===== src/rtl/core/fcdr_pkg.sv =====
// Shared constants and types for the four-channel duty ramp profile core.
package fcdr_pkg;

    localparam int CHANNELS = 4;
    localparam int OUT_CH   = 4;
    localparam int CH_W     = (CHANNELS > 1) ? $clog2(CHANNELS) : 1;

    localparam int DUTY_W   = 8;
    localparam int DUR_W    = 16;
    localparam int RAMP_W   = 13;
    localparam int PHASE_W  = 2;

    // Two quotient bits per cycle over an 8-bit dividend.
    localparam int DIV_STEPS = DUTY_W / 2;
    localparam int CNT_W     = $clog2(DIV_STEPS);

    // duration / 10 as (duration * 52429) >> 19, exact over 16-bit inputs
    localparam int            RECIP_W     = 17;
    localparam logic [16:0]   RECIP_TEN   = 17'd52429;
    localparam int            RECIP_SHIFT = 19;
    localparam int            PROD_W      = DUR_W + RECIP_W;

    localparam int IN_DATA_W  = 4 * DUTY_W + DUR_W;
    localparam int OUT_DATA_W = OUT_CH * DUTY_W;

    localparam logic [PHASE_W-1:0] PH_IDLE = 2'd0;
    localparam logic [PHASE_W-1:0] PH_UP   = 2'd1;
    localparam logic [PHASE_W-1:0] PH_HOLD = 2'd2;
    localparam logic [PHASE_W-1:0] PH_DOWN = 2'd3;

    localparam logic CMD_TICK  = 1'b0;
    localparam logic CMD_START = 1'b1;

    typedef enum logic [3:0] {
        ST_IDLE   = 4'b0001,
        ST_START  = 4'b0010,
        ST_DIV    = 4'b0100,
        ST_FINISH = 4'b1000
    } state_t;

    // Source of the duties shown in a result.
    typedef enum logic [1:0] {
        SHOW_ZERO   = 2'd0,
        SHOW_TARGET = 2'd1,
        SHOW_DUTY   = 2'd2
    } show_t;

endpackage


===== src/rtl/core/four_channel_duty_ramp_profile_core.sv =====
// Four-channel trapezoidal duty ramp generator with a shared 2-bit-per-cycle divider.
//
// Input stream (s_axis_*): tuser is the command, 0 = tick, 1 = start a move.
// A start request latches four target duties and a duration in ticks; the ramp
// length is duration/10 and the hold length is the rest after both ramps. Each tick request
// returns one set of duties, the phase after the tick (tuser) and tlast on the
// tick that finishes the move.
// Output stream (m_axis_*): one result per request, held in an output register.
//
// Timing: a ramp tick walks the channels through one restoring divider, two
// quotient bits a cycle; the result register loads in the finish state and the
// sequencer then returns to idle to take the next request. Start requests pass
// through the start state to finish, hold and idle ticks go straight to finish.
// s_axis_tready is high only while the sequencer is idle; the next request may
// be accepted while a result still waits.
// If the receiver stalls, a finished result waits in the sequencer until the
// output register frees up.
// Reset: asynchronous, active low; the block comes up idle with no move running.
module four_channel_duty_ramp_profile_core
(
    input  logic                                clk,
    input  logic                                rst_n,
    input  logic                                s_axis_tvalid,
    output logic                                s_axis_tready,
    // target_left_a, target_left_b, target_right_a, target_right_b, duration
    input  logic [fcdr_pkg::IN_DATA_W-1:0]      s_axis_tdata,
    // cmd
    input  logic                                s_axis_tuser,
    output logic                                m_axis_tvalid,
    input  logic                                m_axis_tready,
    // duty_left_a, duty_left_b, duty_right_a, duty_right_b
    output logic [fcdr_pkg::OUT_DATA_W-1:0]     m_axis_tdata,
    // phase_now
    output logic [fcdr_pkg::PHASE_W-1:0]        m_axis_tuser,
    // move_done
    output logic                                m_axis_tlast
);

    import fcdr_pkg::*;

    state_t                 state_reg, state_next;
    logic [PHASE_W-1:0]     phase_reg;
    logic [DUR_W-1:0]       step_reg;
    logic [RAMP_W-1:0]      ramp_reg;
    logic [DUR_W-1:0]       hold_reg;
    logic [DUR_W-1:0]       dur_reg;
    logic [DUR_W-1:0]       divisor_reg;
    logic                   op_up_reg;
    show_t                  show_reg;
    logic                   done_reg;

    logic [DUTY_W-1:0]      cur_reg [CHANNELS];
    logic [DUTY_W-1:0]      tgt_reg [CHANNELS];

    logic [CH_W-1:0]        ch_reg;
    logic [CNT_W-1:0]       cnt_reg;
    logic [DUTY_W-1:0]      rem_reg;
    logic [DUTY_W-1:0]      q_reg;

    logic                   out_valid_reg;
    logic [OUT_DATA_W-1:0]  out_data_reg;
    logic [PHASE_W-1:0]     out_user_reg;
    logic                   out_last_reg;

    logic                   in_fire;
    logic [DUTY_W-1:0]      in_tgt [4];
    logic [DUR_W-1:0]       in_dur;

    // tick bookkeeping
    logic [DUR_W-1:0]       len;
    logic [DUR_W-1:0]       step_inc;
    logic [DUR_W-1:0]       tick_div;
    logic [PHASE_W-1:0]     phase_after;

    // start bookkeeping
    logic [PROD_W-1:0]      prod;
    logic [RAMP_W-1:0]      ramp_new;
    logic [DUR_W-1:0]       hold_new;
    logic [PHASE_W-1:0]     first_ph;

    // divider datapath
    logic [DUTY_W-1:0]      cur_sel, tgt_sel, num, num_sh;
    logic [DUR_W:0]         r1, r2, d_ext;
    logic                   ge1, ge2;
    logic [DUTY_W-1:0]      rem1, rem2;
    logic [DUTY_W-1:0]      q_full;
    logic [DUTY_W:0]        sum_up;
    logic [DUTY_W-1:0]      duty_new;
    logic                   div_last_step;
    logic                   div_last_ch;
    logic                   out_free;
    logic [OUT_DATA_W-1:0]  shown;

    assign in_fire       = s_axis_tvalid && s_axis_tready;
    assign s_axis_tready = (state_reg == ST_IDLE);
    assign out_free      = !out_valid_reg || m_axis_tready;

    always_comb
    begin
        for (int c = 0; c < 4; c++)
        begin
            in_tgt[c] = s_axis_tdata[c*DUTY_W +: DUTY_W];
        end
        in_dur = s_axis_tdata[4*DUTY_W +: DUR_W];
    end

    // tick: divisor from the state before the step, then advance the step
    always_comb
    begin
        len      = (phase_reg == PH_HOLD) ? hold_reg : {{(DUR_W-RAMP_W){1'b0}}, ramp_reg};
        step_inc = step_reg + 1'b1;
        if (step_reg >= len)
        begin
            tick_div = {{(DUR_W-1){1'b0}}, 1'b1};
        end
        else
        begin
            tick_div = len - step_reg;
        end
        unique case (phase_reg)
            PH_UP:   phase_after = (hold_reg != '0) ? PH_HOLD : PH_DOWN;
            PH_HOLD: phase_after = (ramp_reg != '0) ? PH_DOWN : PH_IDLE;
            default: phase_after = PH_IDLE;
        endcase
    end

    // start: ramp = duration / 10 by reciprocal multiply
    always_comb
    begin
        prod     = {{RECIP_W{1'b0}}, dur_reg} * {{DUR_W{1'b0}}, RECIP_TEN};
        ramp_new = prod[RECIP_SHIFT +: RAMP_W];
        hold_new = dur_reg - {{(DUR_W-RAMP_W-1){1'b0}}, ramp_new, 1'b0};
        if (ramp_new != '0)
        begin
            first_ph = PH_UP;
        end
        else if (hold_new != '0)
        begin
            first_ph = PH_HOLD;
        end
        else
        begin
            first_ph = PH_IDLE;
        end
    end

    // shared restoring divider, two bits per cycle
    always_comb
    begin
        cur_sel = cur_reg[ch_reg];
        tgt_sel = tgt_reg[ch_reg];
        if (op_up_reg)
        begin
            num = (tgt_sel > cur_sel) ? (tgt_sel - cur_sel) : '0;
        end
        else
        begin
            num = cur_sel;
        end
        num_sh = num << {cnt_reg, 1'b0};
        d_ext  = {1'b0, divisor_reg};
        r1     = {{(DUR_W-DUTY_W){1'b0}}, rem_reg, num_sh[DUTY_W-1]};
        ge1    = (r1 >= d_ext);
        rem1   = ge1 ? DUTY_W'(r1 - d_ext) : r1[DUTY_W-1:0];
        r2     = {{(DUR_W-DUTY_W){1'b0}}, rem1, num_sh[DUTY_W-2]};
        ge2    = (r2 >= d_ext);
        rem2   = ge2 ? DUTY_W'(r2 - d_ext) : r2[DUTY_W-1:0];
        q_full = {q_reg[DUTY_W-3:0], ge1, ge2};
        sum_up = {1'b0, cur_sel} + {1'b0, q_full};
        if (op_up_reg)
        begin
            duty_new = (sum_up > {1'b0, tgt_sel}) ? tgt_sel : sum_up[DUTY_W-1:0];
        end
        else
        begin
            duty_new = cur_sel - q_full;
        end
        div_last_step = (cnt_reg == CNT_W'(DIV_STEPS - 1));
        div_last_ch   = (ch_reg == CH_W'(CHANNELS - 1));
    end

    always_comb
    begin
        state_next = state_reg;
        unique case (state_reg)
            ST_IDLE:
            begin
                if (in_fire)
                begin
                    if (s_axis_tuser == CMD_START)
                    begin
                        state_next = ST_START;
                    end
                    else if (phase_reg == PH_UP || phase_reg == PH_DOWN)
                    begin
                        state_next = ST_DIV;
                    end
                    else
                    begin
                        state_next = ST_FINISH;
                    end
                end
            end
            ST_START:
            begin
                state_next = ST_FINISH;
            end
            ST_DIV:
            begin
                if (div_last_step && div_last_ch)
                begin
                    state_next = ST_FINISH;
                end
            end
            ST_FINISH:
            begin
                if (out_free)
                begin
                    state_next = ST_IDLE;
                end
            end
            default:
            begin
                state_next = ST_IDLE;
            end
        endcase
    end

    always_ff @(posedge clk or negedge rst_n)
    begin
        if (!rst_n)
        begin
            state_reg <= ST_IDLE;
            phase_reg <= PH_IDLE;
            step_reg  <= '0;
            ramp_reg  <= '0;
            hold_reg  <= '0;
            done_reg  <= 1'b0;
            show_reg  <= SHOW_ZERO;
            ch_reg    <= '0;
            cnt_reg   <= '0;
        end
        else
        begin
            state_reg <= state_next;
            if (state_reg == ST_IDLE && in_fire)
            begin
                ch_reg  <= '0;
                cnt_reg <= '0;
                if (s_axis_tuser == CMD_START)
                begin
                    step_reg <= '0;
                    show_reg <= SHOW_ZERO;
                end
                else if (phase_reg == PH_IDLE)
                begin
                    show_reg <= SHOW_ZERO;
                    done_reg <= 1'b0;
                end
                else
                begin
                    show_reg <= (phase_reg == PH_HOLD) ? SHOW_TARGET : SHOW_DUTY;
                    if (step_inc >= len)
                    begin
                        step_reg  <= '0;
                        phase_reg <= phase_after;
                        done_reg  <= (phase_after == PH_IDLE);
                    end
                    else
                    begin
                        step_reg <= step_inc;
                        done_reg <= 1'b0;
                    end
                end
            end
            else if (state_reg == ST_START)
            begin
                ramp_reg  <= ramp_new;
                hold_reg  <= hold_new;
                phase_reg <= first_ph;
                done_reg  <= (first_ph == PH_IDLE);
            end
            else if (state_reg == ST_DIV)
            begin
                cnt_reg <= cnt_reg + 1'b1;
                if (div_last_step && !div_last_ch)
                begin
                    ch_reg <= ch_reg + 1'b1;
                end
            end
        end
    end

    // datapath registers
    always_ff @(posedge clk)
    begin
        if (state_reg == ST_IDLE && in_fire)
        begin
            dur_reg     <= in_dur;
            divisor_reg <= tick_div;
            op_up_reg   <= (phase_reg == PH_UP);
            rem_reg     <= '0;
            q_reg       <= '0;
        end
        else if (state_reg == ST_DIV)
        begin
            rem_reg <= div_last_step ? '0 : rem2;
            q_reg   <= div_last_step ? '0 : q_full;
        end
    end

    for (genvar c = 0; c < CHANNELS; c++)
    begin : g_chan
        always_ff @(posedge clk)
        begin
            if (state_reg == ST_IDLE && in_fire && s_axis_tuser == CMD_START)
            begin
                cur_reg[c] <= '0;
                if (c < 4)
                begin
                    tgt_reg[c] <= in_tgt[c % 4];
                end
                else
                begin
                    tgt_reg[c] <= '0;
                end
            end
            else if (state_reg == ST_DIV && div_last_step && ch_reg == CH_W'(c))
            begin
                cur_reg[c] <= duty_new;
            end
        end
    end

    for (genvar c = 0; c < OUT_CH; c++)
    begin : g_show
        if (c < CHANNELS)
        begin : g_live
            always_comb
            begin
                case (show_reg)
                    SHOW_TARGET: shown[c*DUTY_W +: DUTY_W] = tgt_reg[c];
                    SHOW_DUTY:   shown[c*DUTY_W +: DUTY_W] = cur_reg[c];
                    default:     shown[c*DUTY_W +: DUTY_W] = '0;
                endcase
            end
        end
        else
        begin : g_none
            assign shown[c*DUTY_W +: DUTY_W] = '0;
        end
    end

    always_ff @(posedge clk or negedge rst_n)
    begin
        if (!rst_n)
        begin
            out_valid_reg <= 1'b0;
        end
        else if (state_reg == ST_FINISH && out_free)
        begin
            out_valid_reg <= 1'b1;
        end
        else if (m_axis_tready)
        begin
            out_valid_reg <= 1'b0;
        end
    end

    always_ff @(posedge clk)
    begin
        if (state_reg == ST_FINISH && out_free)
        begin
            out_data_reg <= shown;
            out_user_reg <= phase_reg;
            out_last_reg <= done_reg;
        end
    end

    assign m_axis_tvalid = out_valid_reg;
    assign m_axis_tdata  = out_data_reg;
    assign m_axis_tuser  = out_user_reg;
    assign m_axis_tlast  = out_last_reg;

`ifndef SYNTHESIS
    a_div_nonzero: assert property (@(posedge clk) disable iff (!rst_n)
        (state_reg == ST_DIV) |-> (divisor_reg != '0))
        else $error("divider running with zero divisor");

    a_rem_below_div: assert property (@(posedge clk) disable iff (!rst_n)
        (state_reg == ST_DIV) |-> ({{(DUR_W-DUTY_W){1'b0}}, rem_reg} < divisor_reg))
        else $error("partial remainder not below divisor");

    a_ramp_phase_len: assert property (@(posedge clk) disable iff (!rst_n)
        (state_reg == ST_IDLE && (phase_reg == PH_UP || phase_reg == PH_DOWN))
        |-> (ramp_reg != '0 && {{(DUR_W-RAMP_W){1'b0}}, ramp_reg} > step_reg))
        else $error("ramp phase with step past its length");

    a_hold_phase_len: assert property (@(posedge clk) disable iff (!rst_n)
        (state_reg == ST_IDLE && phase_reg == PH_HOLD) |-> (hold_reg > step_reg))
        else $error("hold phase with step past its length");

    a_done_is_idle: assert property (@(posedge clk) disable iff (!rst_n)
        (m_axis_tvalid && m_axis_tlast) |-> (m_axis_tuser == PH_IDLE))
        else $error("move finished but phase not idle");
`endif

endmodule

===== config.mk =====
export PLATFORM = sky130hd
export DESIGN_NAME = four_channel_duty_ramp_profile_core
export DESIGN_NICKNAME = d
export VERILOG_FILES = /design/src/rtl/core/fcdr_pkg.sv /design/src/rtl/core/four_channel_duty_ramp_profile_core.sv
export SDC_FILE = /design/constraint.sdc
export NUM_CORES = 1
export LEC_CHECK = 0
export BUFFER_PORTS_ARGS = -buffer_cell sky130_fd_sc_hd__buf_2
export CORE_ASPECT_RATIO = 1.75
export CORE_MARGIN = 2
export CORE_UTILIZATION = 50
export DETAILED_ROUTE_END_ITERATION = 8
export PLACE_DENSITY = 0.74
export SLEW_MARGIN = 20
export SYNTH_ARGS = -nofsm -noshare
export SYNTH_HDL_FRONTEND = slang
export SYNTH_SLANG_ARGS = --single-unit
export TNS_END_PERCENT = 1

===== constraint.sdc =====
create_clock -name clk -period 24.9 [get_ports clk]
set_input_delay 3.735 -clock clk [delete_from_list [all_inputs] [get_ports clk]]
set_output_delay 3.735 -clock clk [all_outputs]
set_load 0.02 [all_outputs]

### After elaboration in Yosys (flattened, before gate mapping)

Memories as Yosys holds them, arrays and structs flattened.
Index checks and enable logic that the tools add are counted.

| cells by class | value |
|---|---|
| divide/modulo/power cells | 0 |
| reductions and logical operators | 34 |
| eq/ne operators | 21 |
| multiply operators | 1 |
| $lt $le $gt $ge | 6 |
| multiplexer cells | 67 |
| add/sub/neg operators | 10 |
| shift-type cells | 1 |
| bitwise operators | 5 |

Operator list:

| cell | number |
|---|---|
| 2-to-1 mux 8 bit | 11 |
| 2-to-1 mux 16 bit | 4 |
| case mux 8 bit (2 select lines) | 4 |
| 2-to-1 mux 2 bit | 18 |
| greater-or-equal comparator 16 bit | 2 |
| greater-or-equal comparator 9 x 16 -> 1 bit | 2 |
| multiplier 16 x 16 -> 32 bit (second input constant) | 1 |
| nonzero test 16 bit | 2 |
| subtractor 8 bit | 4 |
| nonzero test 13 bit | 2 |
| 2-to-1 mux 1 bit | 22 |
| 2-to-1 mux 4 bit | 5 |
| adder 16 x 1 -> 16 bit (second input constant) | 1 |
| case mux 4 bit (4 select lines) | 1 |
| subtractor 16 x 14 -> 16 bit | 1 |
| subtractor 16 bit | 1 |
| == test 2 bit (second input constant) | 6 |
| != test 2 bit (second input constant) | 6 |
| logical AND 1 bit | 11 |
| adder 8 x 8 -> 9 bit | 1 |
| > comparator 9 x 8 -> 1 bit | 1 |
| > comparator 8 bit | 1 |
| zero test 2 bit | 4 |
| AND reduction 2 bit | 4 |
| 17 further kinds | 30 |

| word-level totals | value |
|---|---|
| output and inout bits | 37 |
| bits in read-only memories | 0 |
| bits in writable memories | 64 |
| bits of input ports | 53 |
| latch bits | 0 |
| memories kept | 2 |
| bits in registers | 141 |

Memory list:

| name | depth | width | read ports | clocked after memory_dff | write ports | line | text |
|---|---|---|---|---|---|---|---|
| cur_reg | 4 | 8 | 5 | 0 | 4 | four_channel_duty_ramp_profile_core.sv:52 | `logic [DUTY_W-1:0] cur_reg [CHANNELS];` |
| tgt_reg | 4 | 8 | 5 | 0 | 4 | four_channel_duty_ramp_profile_core.sv:53 | `logic [DUTY_W-1:0] tgt_reg [CHANNELS];` |

### Depth between registers and ports, before layout

An unclocked memory read counts as a cell.

| logic depth | value |
|---|---|
| depth in word-level cells | 13 |
| gate-level depth with buffers | 52 |

### Least setup slack after synthesis

No wires, ideal clock.

| timing | value |
|---|---|
| kind | reg2reg |
| start point | reg ch_reg[1] |
| end point | mem cur_reg[0][6], data pin |
| stages on the path, launching flop included | 53 |
| buffers on the path | 4 |
| clock period less this slack | 10.216 ns |
| arrival | 9.945 ns |
| path slack | 14.684 ns |
| path through | dfrtp_1 -> buf_2 -> buf_1 -> mux4_2 -> inv_1 -> ha_1 -> inv_1 -> fa_1 -> a21o_1 -> a21oi_1 -> o21ai_0 -> a21oi_1 -> nand2b_1 -> a211oi_1 -> a31oi_1 -> ha_1 -> inv_1 -> fa_1 -> [... 17 more ...] -> ha_1 -> inv_1 -> fa_1 -> o21bai_1 -> a21oi_1 -> nor2_1 -> nor2_1 -> o21bai_1 -> xnor2_1 -> ha_1 -> nand4_1 -> or2_2 -> o2111ai_1 -> and3_1 -> clkbuf_1 -> a31o_2 -> a221oi_1 -> nor2_1 |

RTL lines:

| item | line | text |
|---|---|---|
| from (decl) | four_channel_duty_ramp_profile_core.sv:55 | `logic [CH_W-1:0] ch_reg;` |
| from (signal assigned) | four_channel_duty_ramp_profile_core.sv:288 | `ch_reg <= ch_reg + 1'b1;` |
| to (decl) | four_channel_duty_ramp_profile_core.sv:52 |  |

==> out/results.tsv <==
metric	value	unit
grt_max_degree	60	
max_freq	87.1	MHz
ios	90	
first_iter_violations	643	
die_y	248	um
worst_slew_pin_slew	1.03	ns
whs_path_depth	2	
hold_path_startpoint	step_reg[15]	
crit_top_cell	a21oi_1	
layout_min_cycle_time	11.48	ns
synthArstFlopShare	0.288	
postCtsResizedCells	0	
fin_nets	2132	
r2r-end	cur_reg[2][2]	
setup_tns	0	ns
hold_path_end	step_reg[15]	
crit_buf_inv	3	
critical_path_class	reg2reg	
fin_skew	0.0472	ns
setup_violations	0	
io_buffers	89	
ys_ff_latch	205	
outcome	finished clean	
wire_per_inst	19.3	um
cts_buffer_depth	3	
syn-num-nets	2047	
synth_cell_types	79	
drive_above_1_share	0.106	
maxCapViolCount	0	
synth_area_leaders	edfxtp_1 (23%), ha_1 (17%), fa_1 (10%), dfrtp_1 (8.6%), inv_1 (5.5%)	
drv_slew	0	
cp_top_family	compound AO/OA/AOI/OAI gates	
syn_inst	1670	
slowest_stage	dfrtp_1	
rows	89	
relSlewSlack	0.313	
ant_nets	0	
cts_hold_buffers	0	
gp_congestion	0.945	
drt-total-wl	43000	um
fp.dieW	143	um
post_cts_buffers	0	
synth_top_area_frac	0.234	
h-tree-depth	1	
core	33600	um2
first_global_vias	13800	
synth_seq_area_share	0.337	
gr-total-overflow	0	
synth_most_common_cell	inv_1	
insertion_delay	0.55	ns
areaGrowthSynthToFinish	10.1	%
avgSynthCellArea	10.2	um2
clock_sinks	205	
netlist_area	17000	um2
num_antenna_cells	0	
ff2ff_path_depth	46	
critPathMaxStageDelay	0.99	ns
rrSetupSlack	13.42	ns
fin_crit_sh	0.461	
hp-class	reg2reg	
numCtsBuffers	22	
cts_tree	yes	
cp-start-kind	flip-flop	
timing.rr.start	ch_reg[1]	
root_buffer	clkbuf_16	
start_util	0.505	
path_max_fanout	19	
yosysWarnings	0	
grtUsageTotal	0.251	
antenna_found_initial	0	
final_util	0.555	
die_area	35500	um2
grt_pass1_wl	69500	um
rsz0062_at_grt	false	
synth.top_cells.by_count	inv_1 (247), ha_1 (236), nor2_1 (134)	
required	25.18	ns
fill_cells	2953	
drt_pass1_iterations	5	
viasPerCell	5.73	
place_hpwl	34000	um
hold_viol_final	0	
drc	0	
cts.clk_slew.worst_paths	0.06	ns
critPathCaptureType	flip-flop	
crit_arrival	11.76	ns
yosysTopAreaCell	edfxtp_1	
num_vias	12800	
synth_ff_type	edfxtp_1	
synth_edf_count	132	
==> how the worst max path moves through the flow <==
stage                          endpoint  cells past startpoint  startpoint
after global placement    cur_reg[3][2]                     49   ch_reg[1]
final                     cur_reg[2][2]                     46   ch_reg[1]
after floorplan           cur_reg[0][6]                     52   ch_reg[1]
after CTS                 cur_reg[0][2]                     49   ch_reg[1]
after detailed placement  cur_reg[2][2]                     49   ch_reg[1]
after global routing      cur_reg[2][2]                     47   ch_reg[1]
==> per-stage QoR <==
stage,instance area [um2],worst slack [ns],hold WS (ns),cells
after floorplan,17000,14.68,0.425,1670
after global placement,17900,13.79,0.453,2186
after detailed placement,17900,13.50,0.462,2186
after CTS,18700,13.44,0.475,2226
after global routing,18700,12.41,0.489,2226
final,18700,13.42,0.465,2226
==> logic make-up (layout without fill, tap and decap cells) <==
logic type,after synthesis,after routing,share of synthesized area
buffers and inverters,287,388,0.0637
and+or+nand+nor,424,424,0.118
xor gates and xnor gates,67,67,0.0350
DFF,205,205,0.337
muxes,44,44,0.0407
adders and majority gates,324,324,0.278
AOI/OAI and AO/OA,319,319,0.127
==> tightest hold or removal path, cell delays in order (launching register included) <==
cell     delay [ns]
dfrtp_1        0.34
nand2_1        0.05
nand2_1        0.05
==> final cells by class <==
type                       count  area (um2)  share of cell area
clock inverter                 9         113             0.00603
inverter                     247         927              0.0496
multi-input combinational   1178       10200               0.546
tap                          455         569              0.0305
timing repair buffer         101         536              0.0287
clock buffer                  31         614              0.0329
sequential                   205        5720               0.306
==> cells in the final DEF (no fill, tap or decap), types with 6 or more instances in the layout <==
cell       netlist  final
a211oi_1         6      6
a21boi_0         7      7
a21o_1          22     22
a21oi_1         61     61
a22o_1           9      9
a22oi_1         37     37
a31oi_1         10     10
and2_1          10     10
and3_1          14     14
buf_2            3     89
buf_4            0     12
clkbuf_1        33      6
clkbuf_16        0     22
dfrtp_1         58     58
dfxtp_1         14     14
edfxtp_1       132    132
fa_1            88     88
ha_1           236    234
inv_1          247    246
mux2_2          10     10
mux2i_1         15     15
mux4_2          19     19
nand2_1        123    123
nand2b_1        27     27
nand3_1         21     21
nand3b_1         7      7
nand4_1         12     12
nor2_1         134    134
nor2b_1         13     12
nor3_1          24     24
nor4_1          13     13
o211ai_1         6      6
o21a_1          15     15
o21ai_0         72     72
o21bai_1        12     12
o31ai_1         10     10
xnor2_1         40     40
xor2_1          26     26
==> metal layers <==
layer,vias to the layer above,track usage,part of all wire
met5,-,0,0
li1,6026,-,-
met1,6237,0.249,0.34
met4,0,0.151,0.066
met2,339,0.494,0.56
met3,148,0.0232,0.034
Power is not shown: default switching activity piles up to over one toggle a cycle in this logic, so the estimate is an artifact.
